--- src/hw/rtl/gww_pkg.sv ---
// Types and constants of the greedy word wrap block.
package gww_pkg;

   localparam logic [7:0] CHAR_NUL = 8'h00;
   localparam logic [7:0] CHAR_SP  = 8'h20;
   localparam logic [7:0] CHAR_FF  = 8'h0C;
   localparam logic [7:0] CHAR_LF  = 8'h0A;
   localparam logic [7:0] CHAR_CR  = 8'h0D;
   localparam logic [7:0] CHAR_HT  = 8'h09;
   localparam logic [7:0] CHAR_VT  = 8'h0B;

   localparam int FIELD_BITS = 16;
   localparam int RSP_DATA_BITS = 3 * FIELD_BITS;
   localparam logic [FIELD_BITS-1:0] WIDTH_RESET = 16'd80;
   localparam logic [FIELD_BITS-1:0] FIELD_MAX = 16'hFFFF;

   localparam int FIFO_DEPTH = 4;
   localparam int FIFO_AW = 2;
   localparam int FIFO_CW = 3;

   typedef struct packed {
      logic                  final_line;
      logic [FIELD_BITS-1:0] line_number;
      logic [FIELD_BITS-1:0] line_length;
      logic [FIELD_BITS-1:0] line_offset;
   } line_type;

   function automatic logic is_separator(input logic [7:0] c);
      return (c == CHAR_SP) || (c == CHAR_FF) || (c == CHAR_LF) ||
             (c == CHAR_CR) || (c == CHAR_HT) || (c == CHAR_VT);
   endfunction

endpackage

--- src/hw/rtl/greedy_word_wrap.sv ---
// Greedy word wrap line breaker with a result queue.
//
// Text bytes arrive on the req_ channel, one byte per request; byte zero ends
// the text and clears the text state for the next one. Finished lines leave on
// the rsp_ channel as offset, length and index in rsp_tdata, with rsp_tlast
// marking the last line of a text. The line width is written on the csr_
// channel, which is always ready; the user must write it only while the block
// is idle, which the block does not enforce. Each request is processed in the
// cycle it is accepted and its lines are registered into the result queue. One
// request is taken every cycle while the four-entry result queue has room for
// two lines; a request gives zero, one or two lines, so the sustained rate is
// one request per cycle unless the receiver takes fewer lines than produced.
// When the receiver stalls, lines collect in the queue and req_tready drops
// once fewer than two entries are free. Reset empties the queue, clears the
// text state and sets the line width to 80.
module greedy_word_wrap #(
   parameter int OFFSET_BITS = 16
) (
   input  logic        clock,
   input  logic        reset,
   input  logic        req_tvalid,
   output logic        req_tready,
   input  logic [7:0]  req_tdata,   // text_byte
   output logic        rsp_tvalid,
   input  logic        rsp_tready,
   output logic [47:0] rsp_tdata,   // line_offset, line_length, line_number
   output logic        rsp_tlast,   // final_line
   input  logic        csr_valid,
   output logic        csr_ready,
   input  logic [15:0] csr_data     // line_width
);

   localparam int WIDE = (OFFSET_BITS > gww_pkg::FIELD_BITS) ? OFFSET_BITS
                                                             : gww_pkg::FIELD_BITS;
   localparam logic [OFFSET_BITS-1:0] POS_MAX = {OFFSET_BITS{1'b1}};

   logic [15:0]              width_ff;
   logic [OFFSET_BITS-1:0]   pos_ff, pos_in;
   logic [OFFSET_BITS-1:0]   ols_ff, ols_in;
   logic [OFFSET_BITS-1:0]   ole_ff, ole_in;
   logic [OFFSET_BITS-1:0]   cws_ff, cws_in;
   logic                     inword_ff, inword_in;
   logic                     haswords_ff, haswords_in;
   logic [15:0]              lines_ff, lines_in;

   gww_pkg::line_type        fifo_ff [gww_pkg::FIFO_DEPTH];
   logic [gww_pkg::FIFO_AW-1:0] head_ff, tail_ff;
   logic [gww_pkg::FIFO_CW-1:0] count_ff, count_in;

   logic                     accept, pop, is_end, is_sep, close;
   logic [1:0]               n_push;
   logic [WIDE-1:0]          span, width_wide, wide_tmp0, wide_tmp1, wide_tmp2, wide_tmp3;
   logic [15:0]              lines_mid;
   gww_pkg::line_type        line_a, line_b, push0, push1;

   assign csr_ready  = 1'b1;
   assign req_tready = (count_ff <= gww_pkg::FIFO_CW'(gww_pkg::FIFO_DEPTH - 2));
   assign accept     = req_tvalid & req_tready;
   assign rsp_tvalid = (count_ff != '0);
   assign pop        = rsp_tvalid & rsp_tready;
   assign rsp_tdata  = {fifo_ff[head_ff].line_number, fifo_ff[head_ff].line_length,
                        fifo_ff[head_ff].line_offset};
   assign rsp_tlast  = fifo_ff[head_ff].final_line;

   always_comb begin
      is_end      = (req_tdata == gww_pkg::CHAR_NUL);
      is_sep      = gww_pkg::is_separator(req_tdata);
      pos_in      = pos_ff;
      ols_in      = ols_ff;
      ole_in      = ole_ff;
      cws_in      = cws_ff;
      inword_in   = inword_ff;
      haswords_in = haswords_ff;
      lines_mid   = lines_ff;
      close       = 1'b0;
      span        = WIDE'(pos_ff - ols_ff);
      width_wide  = WIDE'(width_ff);

      wide_tmp0 = WIDE'(ols_ff);
      wide_tmp1 = WIDE'(ole_ff - ols_ff);
      line_a.line_offset = wide_tmp0[15:0];
      line_a.line_length = wide_tmp1[15:0];
      line_a.line_number = lines_ff;
      line_a.final_line  = 1'b0;

      if (is_end || is_sep) begin
         if (inword_ff) begin
            close = haswords_ff && (span > width_wide);
            if (close || !haswords_ff) begin
               ols_in = cws_ff;
            end
            haswords_in = 1'b1;
            ole_in      = pos_ff;
            inword_in   = 1'b0;
            if (close) begin
               lines_mid = (lines_ff == gww_pkg::FIELD_MAX) ? lines_ff : lines_ff + 16'd1;
            end
         end
      end else if (!inword_ff) begin
         inword_in = 1'b1;
         cws_in    = pos_ff;
      end

      wide_tmp2 = WIDE'(ols_in);
      wide_tmp3 = WIDE'(ole_in - ols_in);
      line_b.line_offset = wide_tmp2[15:0];
      line_b.line_length = wide_tmp3[15:0];
      line_b.line_number = lines_mid;
      line_b.final_line  = 1'b1;
      lines_in = lines_mid;

      n_push = {1'b0, close};
      if (is_end) begin
         if (haswords_in) begin
            n_push = close ? 2'd2 : 2'd1;
         end
         pos_in      = '0;
         ols_in      = '0;
         ole_in      = '0;
         cws_in      = '0;
         inword_in   = 1'b0;
         haswords_in = 1'b0;
         lines_in    = '0;
      end else begin
         pos_in = (pos_ff == POS_MAX) ? pos_ff : pos_ff + OFFSET_BITS'(1);
      end

      push0 = close ? line_a : line_b;
      push1 = line_b;
      if (!accept) begin
         n_push = 2'd0;
      end
      count_in = count_ff + gww_pkg::FIFO_CW'(n_push) - gww_pkg::FIFO_CW'(pop);
   end

   always_ff @(posedge clock) begin
      if (reset) begin
         width_ff    <= gww_pkg::WIDTH_RESET;
         pos_ff      <= '0;
         ols_ff      <= '0;
         ole_ff      <= '0;
         cws_ff      <= '0;
         inword_ff   <= 1'b0;
         haswords_ff <= 1'b0;
         lines_ff    <= '0;
         head_ff     <= '0;
         tail_ff     <= '0;
         count_ff    <= '0;
      end else begin
         if (csr_valid && csr_ready) begin
            width_ff <= csr_data;
         end
         if (accept) begin
            pos_ff      <= pos_in;
            ols_ff      <= ols_in;
            ole_ff      <= ole_in;
            cws_ff      <= cws_in;
            inword_ff   <= inword_in;
            haswords_ff <= haswords_in;
            lines_ff    <= lines_in;
         end
         if (pop) begin
            head_ff <= head_ff + gww_pkg::FIFO_AW'(1);
         end
         tail_ff  <= tail_ff + gww_pkg::FIFO_AW'(n_push);
         count_ff <= count_in;
      end
   end

   always_ff @(posedge clock) begin
      if (n_push != 2'd0) begin
         fifo_ff[tail_ff] <= push0;
      end
      if (n_push == 2'd2) begin
         fifo_ff[tail_ff + gww_pkg::FIFO_AW'(1)] <= push1;
      end
   end

endmodule

--- config.mk ---
export PLATFORM = sky130hd
export DESIGN_NAME = greedy_word_wrap
export DESIGN_NICKNAME = d
export VERILOG_FILES = /design/src/hw/rtl/gww_pkg.sv /design/src/hw/rtl/greedy_word_wrap.sv
export SDC_FILE = /design/constraint.sdc
export NUM_CORES = 1
export LEC_CHECK = 0
export ABC_CLOCK_PERIOD_IN_PS = 24200
export BUFFER_PORTS_ARGS = -buffer_cell sky130_fd_sc_hd__buf_2
export CAP_MARGIN = 30
export CORE_MARGIN = 10
export CORE_UTILIZATION = 60
export CTS_BUF_LIST = sky130_fd_sc_hd__clkbuf_4
export DETAILED_ROUTE_END_ITERATION = 12
export HOLD_SLACK_MARGIN = 0.12
export PLACE_DENSITY = 0.78
export RECOVER_POWER = 100
export SETUP_SLACK_MARGIN = 0.02
export SLEW_MARGIN = 20
export SYNTH_ARGS = -nofsm -noshare
export SYNTH_HDL_FRONTEND = slang
export SYNTH_SLANG_ARGS = --single-unit
--- constraint.sdc ---
create_clock -name clock -period 24.2 [get_ports clock]
set_input_delay 1.21 -clock clock [delete_from_list [all_inputs] [get_ports clock]]
set_output_delay 1.21 -clock clock [all_outputs]
set_load 0.005 [all_outputs]
==> results of run 1 <==
[sequential cells by signal (all words and copies together), names as in the netlist, 3 cells and up, named ones only]
register  flops
pos_ff       16
lines_ff     16
fifo_ff     196
ols_ff       16
count_ff      3
cws_ff       16
width_ff     16
ole_ff       16
[placed cells by master (no fill, tap or decap), types with 5 or more instances in the layout]
master	instances
a211oi_1	7
a21boi_0	8
a21o_1	11
a21oi_1	86
a22o_1	13
a22oi_1	33
a31oi_1	7
and2_0	9
and2_1	9
and3_1	12
buf_2	29
buf_4	7
clkbuf_1	67
clkbuf_4	118
clkinv_1	18
dfxtp_1	110
edfxtp_1	192
ha_1	62
inv_1	75
maj3_1	8
mux2i_1	32
mux4_2	49
nand2_1	157
nand2b_1	10
nand3_1	37
nand4_1	9
nor2_1	207
nor2b_1	13
nor3_1	27
nor4_1	6
o211ai_1	5
o21a_1	6
o21ai_0	118
o22ai_1	104
o31ai_1	38
or3_1	10
xnor2_1	39
xor2_1	22
[power breakdown]
| part | switching, uW | total, uW | leakage, uW | internal (uW) |
|---|---|---|---|---|
| registers | 12.4 | 563 | 0.00267 | 551 |
| clock network | 219 | 454 | 0.000602 | 235 |
| logic | 110 | 211 | 0.00330 | 101 |
| total | 341 | 1230 | 0.00658 | 887 |
[stage by stage]
step | power [uW] | cell area [sq um] | cells | utilization, % | hold slack, ns
final | 1230 | 18700 | 2237 | 67.0 | 0.479
after global routing | 1280 | 18700 | 2237 | 67.0 | 0.492
after CTS | 1240 | 18800 | 2231 | 67.3 | 0.479
after detailed placement | 790 | 17700 | 2087 | 63.6 | 0.465
after global placement | 782 | 17700 | 2084 | 63.4 | 0.444
after floorplan | 710 | 17000 | 1717 | - | 0.435
[routing by layer]
metal	part of all wire [%]	track usage, %	vias up
met3	13	7.64	139
met4	3.0	8.85	0
met1	40	37.3	6877
li1	-	-	6599
met2	44	40.8	1059
met5	0	0	-
[cell type report]
| cell class | instances | area, sq um | area share, % |
|---|---|---|---|
| Multi-Input combinational cell | 1227 | 8320 | 44.6 |
| Sequential cell | 303 | 7990 | 42.8 |
| Clock buffer | 118 | 886 | 4.75 |
| Timing Repair Buffer | 108 | 551 | 2.95 |
| Tap cell | 378 | 473 | 2.53 |
| Inverter | 76 | 285 | 1.53 |
| Clock inverter | 26 | 148 | 0.791 |
| Antenna cell | 1 | 2.50 | 0.0134 |
[how the worst max path moves through the flow]
stage,start,to,slack [ns],depth (start not counted)
3_5_place_dp,pos_ff[0],fifo_ff[0][16],15.60,28
2_1_floorplan,pos_ff[0],fifo_ff[0][30],16.46,33
4_1_cts,pos_ff[0],fifo_ff[0][22],15.58,28
6_report,pos_ff[0],fifo_ff[3][15],13.28,28
5_1_grt,pos_ff[0],fifo_ff[3][22],12.62,28
3_3_place_gp,pos_ff[0],fifo_ff[0][10],15.97,28
[logic make-up (layout without fill, tap and decap cells)]
| group | Yosys count | in the layout |
|---|---|---|
| mux | 86 | 86 |
| other cells | 1 | 2 |
| simple gates | 525 | 525 |
| buf+inv | 187 | 328 |
| compound gates | 479 | 479 |
| xor+xnor | 61 | 61 |
| flops | 303 | 303 |
| fa+ha+maj | 75 | 75 |
[worst reg2reg max path: cells and delay by family, from the launching register on]
kind	cells	cell delay, ns
adders and majority gates	4	1.54
DFF	1	0.42
buffers and inverters	4	3.55
and+or+nand+nor	10	2.67
AOI/OAI and AO/OA	10	2.29
==> flow_summary.yaml, run 1 <==
drt:
  drc: 0
  vias: 14674
  wirelength_um: 50000
  drt-initial-drc-count: 2126
  vias_per_cell: 6.56
  final_antenna_net_count: 0
  dr.pass1.iters: 8
  routedWlPerCell_um: 22.4
worst_setup_path:
  cp_num_buf_inv: 4
  reg2reg_setup_slack_ns: 13.28
  reg2reg_from: "pos_ff[0]"
  cpPeakStageDelay_ns: 1.89
  arrival_ns: 11.15
  crit_type: "flop to flop"
  rr_endpoint: "fifo_ff[3][15]"
  cp-start-kind: "flop"
  required_ns: 24.44
  cp_max_fo: 37
  critPathTopFamily: "buffers and inverters"
  r2r_cells: 28
  crit_top_cell: "o21ai_0"
  slowest_stage: "clkbuf_1"
  endpoint_kind: "flop"
timing:
  setup_slack_ns: 13.28
  period_needed_ns: 10.92
  hold_viol_final: 0
  max-slew-margin-rel_pct: -125
  finalCritPeriodShare_pct: 45.1
  drv_slew: 367
  setup_tns_ns: 0
  clock_skew_ns: 0.0931
  worst_pin_slew_ns: 3.37
  fmax_ghz: 0.0916
  rsz0062_at_grt: "false"
  setup_violations: 0
logic_synthesis:
  synthFlopType: "edfxtp_1"
  synth-xor-area-share_pct: 3.14
  syn_nets: 1812
  yosys_warnings: 0
  synthAdderAreaFrac_pct: 5.56
  synth_top_area_share_pct: 33.9
  synth_cells: 1717
  synth_commonest_cells: "nor2_1, edfxtp_1, nand2_1"
  synth_mux_area_share_pct: 8.69
  synth-edff-count: 192
  synthTopCellsByArea: "edfxtp_1, dfxtp_1, mux4_2, nor2_1, ha_1"
  yosys.area.top_type: "edfxtp_1"
  netlist_area_sq_um: 17000
  ys_seq_elements: 303
  synth_compound_area_share_pct: 17.8
  synthSimpleGateAreaFrac_pct: 13.7
  async_reset_ff_share_pct: 0
  postSynthAreaPerCell_sq_um: 9.92
  synth_top_family_by_area: "compound AO/OA/AOI/OAI gates"
  synth.most_common_cell: "nor2_1"
  synth_cell_types: 78
  ys_seq_area_share_pct: 46.9
floorplan:
  row_count: 61
  die-area_sq_um: 35500
  start_util_pct: 61.1
  die_h_um: 188
  coreArea_sq_um: 27900
  die_x_um: 188
  io_pins: 81
clock_network:
  cts.sink_count: 303
  postCtsHoldBufs: 0
  clk_pin_slew_ns: 0.07
  clockBufferDepth: 3
  insertion_delay_ns: 0.73
  cts_made_buffers: 78
  root_buffer: "clkbuf_4"
  cts_resized: 0
  cts_max_level: 3
  post-cts-setup-buffer-count: 0
  cts_tree: "yes"
power:
  vdd_drop_max_mv: 0.0589
  leakage_uw: 0.00658
  p_per_area_nw_per_um2: 65.8
placement:
  dp_hpwl_um: 33100
  dp_slack_ns: 15.60
  gp_congestion: 0.994
  port_buffers: 79
global_route:
  track_usage_pct: 27.2
  antenna_found_initial: 1
  grt_pass1_wl_um: 78000
  grt_pass1_vias: 14082
  grt_overflow: 0
  grt_max_degree: 90
finish:
  final_nets: 1889
  synthToLayoutAreaGrowth_pct: 9.58
  drive_above_1_share_pct: 12.5
  fill_cells: 2217
worst_hold_path:
  hold_end: "fifo_ff[3][48]"
  hp-class: "flop to flop"
  min_path_cells: 1
  worstHoldStart: "fifo_ff[3][48]"
status:
  status: "finished with violations"
  failed_checks: "capacitance limit, slew limit"
flow_run:
  drv_cap: 11
Note: power is estimated with default switching activity, not from simulation.
==> inputs of run 2 (changes only) <==
--- a/config.mk
+++ b/config.mk
@@ -5,7 +5,7 @@
 export SDC_FILE = /design/constraint.sdc
 export NUM_CORES = 1
 export LEC_CHECK = 0
-export ABC_CLOCK_PERIOD_IN_PS = 24200
+export ABC_CLOCK_PERIOD_IN_PS = 10700
 export BUFFER_PORTS_ARGS = -buffer_cell sky130_fd_sc_hd__buf_2
 export CAP_MARGIN = 30
 export CORE_MARGIN = 10
==> constraint.sdc (replaced) <==
create_clock -name clock -period 10.7 [get_ports clock]
set_input_delay 0.535 -clock clock [delete_from_list [all_inputs] [get_ports clock]]
set_output_delay 0.535 -clock clock [all_outputs]
set_load 0.005 [all_outputs]
==> run 2 against run 1 <==
Compared with the run above: the flow still finishes with violations (capacitance limit, slew limit); cell area up 1.6%; die area did not move; register-to-register slack lost 12 ns; clock power up 140%; first-iteration DRC count fell by 15%; total power rose by 130%; wire length is 0.74% lower; setup slack worse by 12 ns; final cell count is 0.98% higher; critical path depth did not move; hold slack got worse by 0.19 ns; clock skew grew 0.020 ns; critical endpoint is now fifo_ff[1][23]; highest routed layer unchanged.
==> flow_summary.yaml, run 2 (synthesis gave the netlist of run 1 again) <==
timing:
  drv_slew: 130
  setup_tns_ns: 0
  worst_pin_slew_ns: 3.27
  hold_viol_final: 0
  period_needed_ns: 9.21
  finalCritPeriodShare_pct: 86.1
  fmax_ghz: 0.109
  setup_violations: 0
  max-slew-margin-rel_pct: -118
  rsz0062_at_grt: "false"
  clock_skew_ns: 0.113
power:
  p_per_area_nw_per_um2: 149
  combPwrFrac_pct: 17.4
  leakage_uw: 0.00674
  seqPwrFrac_pct: 44.7
  switching_power_uw: 771
  vdd_drop_max_mv: 0.126
  clock_power_share_pct: 37.9
  power_uw: 2820
  sw_frac_of_total_pct: 27.3
  p_int_uw: 2050
worst_setup_path:
  critPathTopFamily: "simple AND/OR/NAND/NOR gates"
  cp_num_buf_inv: 4
  slowest_stage: "clkbuf_1"
  reg2reg_from: "pos_ff[0]"
  arrival_ns: 9.52
  cp_max_fo: 22
  crit_type: "flop to flop"
  required_ns: 11.02
  reg2reg_setup_slack_ns: 1.49
  cp.depth: 28
  rr_endpoint: "fifo_ff[1][23]"
  cp-start-kind: "flop"
  crit_top_cell: "o21ai_0"
  cpPeakStageDelay_ns: 0.94
  r2r_cells: 28
  endpoint_kind: "flop"
  setup.worst_path.start: "pos_ff[0]"
global_route:
  grt_pass1_wl_um: 78200
  grt_overflow: 0
  track_usage_pct: 27.5
  grt_max_degree: 90
  grt_pass1_vias: 14071
  antenna_found_initial: 1
clock_network:
  cts_made_buffers: 79
  root_buffer: "clkbuf_4"
  cts_tree: "yes"
  cts.sink_count: 303
  cts_resized: 0
  clockBufferDepth: 3
  cts_max_level: 3
  clk_pin_slew_ns: 0.06
  insertion_delay_ns: 0.76
floorplan:
  coreArea_sq_um: 27900
  die-area_sq_um: 35500
  die_h_um: 188
  io_pins: 81
  row_count: 61
  die_x_um: 188
  start_util_pct: 61.1
finish:
  multiInputGateArea_sq_um: 8330
  fill_cells: 2162
  top_register: "fifo_ff"
  synthToLayoutAreaGrowth_pct: 11.4
  final_cell_mix: "nor2_1, edfxtp_1, nand2_1"
  final_common_cell: "nor2_1"
  postLayoutCoreUtil_pct: 68.1
  final_nets: 1909
  largest_register_ffs: 196
  drive_above_1_share_pct: 13.8
  seqCellArea_sq_um: 7990
drt:
  drc: 0
  final_antenna_net_count: 0
  drt-initial-drc-count: 1812
  wirelength_um: 49700
  vias_per_cell: 6.41
  routedWlPerCell_um: 22.0
  dr.pass1.iters: 6
  vias: 14490
worst_hold_path:
  worstHoldStart: "reset"
  hold_end: "width_ff[13]"
  min_path_cells: 3
  hp-class: "primary input to flop"
placement:
  gp_congestion: 0.984
  port_buffers: 79
  dp_hpwl_um: 33500
status:
  status: "finished with violations"
  failed_checks: "capacitance limit, slew limit"
flow_run:
  drv_cap: 4
## run 2: changes by cell type in the layout (fill, tap and decap cells not counted), moves of 2 or more
cell / previous run / this run
dlygate4sd3_1: 0 / 16
buf_4: 7 / 18
clkbuf_4: 118 / 128
clkbuf_1: 67 / 59
clkinv_1: 18 / 10
and2_0: 9 / 11
and2_1: 9 / 7
buf_16: 2 / 4
clkinvlp_4: 3 / 1
mux2_1: 2 / 0
mux2_2: 3 / 5
nand2_1: 157 / 155
nand2_2: 0 / 2
## run 2: worst max-delay path by stage
stage | endpoint | slack (ns)
floorplan | fifo_ff[0][30] | 2.96
global placement | fifo_ff[2][12] | 2.56
detailed placement | fifo_ff[2][12] | 2.32
CTS | fifo_ff[0][28] | 2.29
global route | fifo_ff[1][23] | 0.82
finish | fifo_ff[1][23] | 1.49
## run 2: cell type report
type	count	area share [%]
clock inverter	18	0.647
inverter	76	1.50
tap	378	2.49
antenna	2	0.0264
clock buffer	128	5.07
multi-input combinational	1227	43.9
sequential	303	42.2
timing repair buffer	127	4.18
## run 2: through the flow
stage / cells / cell area (sq um) / worst slack [ns] / hold slack (ns)
after detailed placement: 2091 / 17800 / 2.32 / 0.458
after CTS: 2253 / 19000 / 2.29 / 0.249
after global placement: 2087 / 17700 / 2.56 / 0.446
after floorplan: 1717 / 17000 / 2.96 / 0.435
final: 2259 / 19000 / 1.49 / 0.288
after global routing: 2259 / 19000 / 0.816 / 0.274
## run 2: layer usage
metal / part of all wire [%] / track usage [%]
met5: 0 / 0
met4: 2.8 / 10.2
met3: 12 / 7.15
met2: 44 / 41.4
met1: 40 / 37.5
## run 2: tightest hold or removal path, stage by stage
cell    delay [ns]
buf_2         0.08
buf_4         0.24
nor2_1        0.07
## run 2: repair_timing
item                                   4_1_cts  5_1_grt
endpoints found under the hold margin       16        0
buffers inserted                             0        0
hold buffers                                16        0
## run 2: power by group through the flow
stage                     clock network [uW]  logic (uW)  registers, uW
final                                   1070         491           1260
after global routing                    1140         534           1260
after CTS                               1080         500           1260
after detailed placement                   0         492           1290
after global placement                     0         486           1290
after floorplan                            0         329           1280
==> inputs of run 3 (changes only) <==
--- a/config.mk
+++ b/config.mk
@@ -8,12 +8,14 @@
 export ABC_CLOCK_PERIOD_IN_PS = 10700
 export BUFFER_PORTS_ARGS = -buffer_cell sky130_fd_sc_hd__buf_2
 export CAP_MARGIN = 30
+export CELL_PAD_IN_SITES_DETAIL_PLACEMENT = 1
+export CELL_PAD_IN_SITES_GLOBAL_PLACEMENT = 2
 export CORE_MARGIN = 10
-export CORE_UTILIZATION = 60
+export CORE_UTILIZATION = 42
 export CTS_BUF_LIST = sky130_fd_sc_hd__clkbuf_4
 export DETAILED_ROUTE_END_ITERATION = 12
 export HOLD_SLACK_MARGIN = 0.12
-export PLACE_DENSITY = 0.78
+export PLACE_DENSITY_LB_ADDON = 0.1
 export RECOVER_POWER = 100
 export SETUP_SLACK_MARGIN = 0.02
 export SLEW_MARGIN = 20
==> run 3 against run 2 <==
Compared with the run above: the flow still finishes with violations (capacitance limit, slew limit); critical path depth is 1 lower; sequential power increased by 3%; wire length grew 23%; clock skew fell by 0.059 ns; sequential share of layout area down 0.40 points; register-to-register slack got worse by 0.12 ns; via count increased by 0.62%; hold slack got worse by 0.055 ns; global-route usage is 3.1 points lower; flip-flop and latch count is the same; non-clock buffer count is the same; critical path type unchanged; largest power group unchanged.
==> flow_summary.yaml, run 3 (synthesis gave the netlist of run 1 again) <==
status:
  status: "finished with violations"
  failed_checks: "capacitance limit, slew limit"
clock_network:
  cts.sink_count: 303
  post-cts-setup-buffer-count: 0
  cts_max_level: 3
  insertion_delay_ns: 0.81
  cts_tree: "yes"
  cts_resized: 0
  clockBufferDepth: 3
  postCtsHoldBufs: 19
  cts_made_buffers: 85
  clk_pin_slew_ns: 0.06
  root_buffer: "clkbuf_4"
worst_setup_path:
  crit_top_cell: "o21ai_0"
  critPathTopFamily: "simple AND/OR/NAND/NOR gates"
  cpPeakStageDelay_ns: 1.40
  crit_type: "flop to flop"
  reg2reg_from: "pos_ff[0]"
  slowest_stage: "nand2_2"
  arrival_ns: 9.69
  cp_num_buf_inv: 3
  endpoint_kind: "flop"
  cp_max_fo: 49
  cp-start-kind: "flop"
  setup.worst_path.start: "pos_ff[0]"
  required_ns: 11.06
global_route:
  grt_overflow: 0
  antenna_found_initial: 1
  track_usage_pct: 24.4
  grt_pass1_wl_um: 93300
  grt_pass1_vias: 15269
  grt_max_degree: 71
finish:
  final_common_cell: "nor2_1"
  top_register: "fifo_ff"
  fin_cells: 2418
  final_cell_mix: "nor2_1, edfxtp_1, nand2_1"
  final_nets: 1915
  postLayoutCoreUtil_pct: 48.0
  fill_cells: 4504
  synthToLayoutAreaGrowth_pct: 12.4
  largest_register_ffs: 196
  drive_above_1_share_pct: 13.3
worst_hold_path:
  hp-class: "primary input to flop"
  worstHoldStart: "req_tdata[6]"
drt:
  vias_per_cell: 6.03
  wirelength_um: 60900
  routedWlPerCell_um: 25.2
  vias: 14580
  drc: 0
  dr.pass1.iters: 6
  final_antenna_net_count: 0
  drt-initial-drc-count: 1247
placement:
  gp_congestion: 0.906
  post-place-cells: 2239
  port_buffers: 79
  dp_hpwl_um: 40600
  dp_slack_ns: 2.10
timing:
  setup_slack_ns: 1.38
  max-slew-margin-rel_pct: -148
  setup_tns_ns: 0
  finalCritPeriodShare_pct: 87.1
  clock_skew_ns: 0.0539
  fmax_ghz: 0.107
  worst_pin_slew_ns: 3.71
  rsz0062_at_grt: "false"
  period_needed_ns: 9.32
  hold_viol_final: 0
  setup_violations: 0
  drv_slew: 357
power:
  p_int_uw: 2060
  p_per_area_nw_per_um2: 151
  vdd_drop_max_mv: 0.0764
  switching_power_uw: 831
  leakage_uw: 0.00673
  sw_frac_of_total_pct: 28.7
  combPwrFrac_pct: 16.0
  clock_power_share_pct: 39.1
  power_uw: 2890
  seqPwrFrac_pct: 44.9
floorplan:
  coreArea_sq_um: 39900
  io_pins: 81
  start_util_pct: 42.7
  die_h_um: 221
  row_count: 73
  die_x_um: 221
  die-area_sq_um: 49000
flow_run:
  drv_cap: 9
run 3: changes by cell type in the layout (fill, tap and decap cells not counted), moves of 2 or more:
cell | previous run | this run
dlygate4sd3_1 | 16 | 19
bufinv_16 | 1 | 4
and2_0 | 11 | 9
clkinv_1 | 10 | 33
clkinv_2 | 2 | 8
buf_4 | 18 | 15
clkinv_4 | 2 | 0
and2_1 | 7 | 9
clkbuf_1 | 59 | 55
buf_16 | 4 | 0
clkbuf_4 | 128 | 112
buf_2 | 28 | 35
run 3: area by class of cell:
cell class / count / area (sq um) / share of cell area, %
inverters: 76 / 285 / 1.49
multi-input cells: 1227 / 8340 / 43.6
flip-flops and latches: 303 / 7990 / 41.8
well taps: 525 / 657 / 3.43
diodes: 1 / 2.50 / 0.0131
repair buffers: 127 / 724 / 3.79
clock inverters: 47 / 299 / 1.56
clock buffers: 112 / 841 / 4.39
run 3: worst min-delay path, stage by stage:
cell and delay (ns):
buf_2 0.09, nor3_1 0.06, o21ai_0 0.11, nand2_1 0.07
a21oi_1 0.11
run 3: per-layer routing:
layer,up-vias,share of wire (%),routed length (um),global-route usage (%)
li1,6648,-,-,-
met1,7270,43,26100,31.5
met2,537,47,28300,39.4
met3,125,7.7,4680,5.18
met4,0,2.9,1790,8.87
met5,-,0,0,0
run 3: path summary, 6_finish.rpt:
check / to / depth (start not counted) / slack [ns]
hold reg to reg: fifo_ff[2][48] / 2 / 0.48
setup / recovery: fifo_ff[0][18] / 27 / 1.38
setup reg to reg: fifo_ff[0][18] / 27 / 1.38
hold / removal: inword_ff / 5 / 0.23
run 3: power groups by stage:
stage / sequential, uW / combinational, uW / clock, uW
floorplan: 1280 / 329 / 0
global placement: 1330 / 470 / 0
detailed placement: 1330 / 477 / 0
CTS: 1310 / 484 / 1160
global route: 1310 / 506 / 1220
finish: 1300 / 463 / 1130
run 3: through the flow:
stage | instance area [sq um] | hold slack, ns
2_1_floorplan | 17000 | 0.435
3_3_place_gp | 17900 | 0.450
4_1_cts | 19300 | 0.190
5_1_grt | 19100 | 0.281
3_5_place_dp | 17900 | 0.466
6_report | 19100 | 0.234
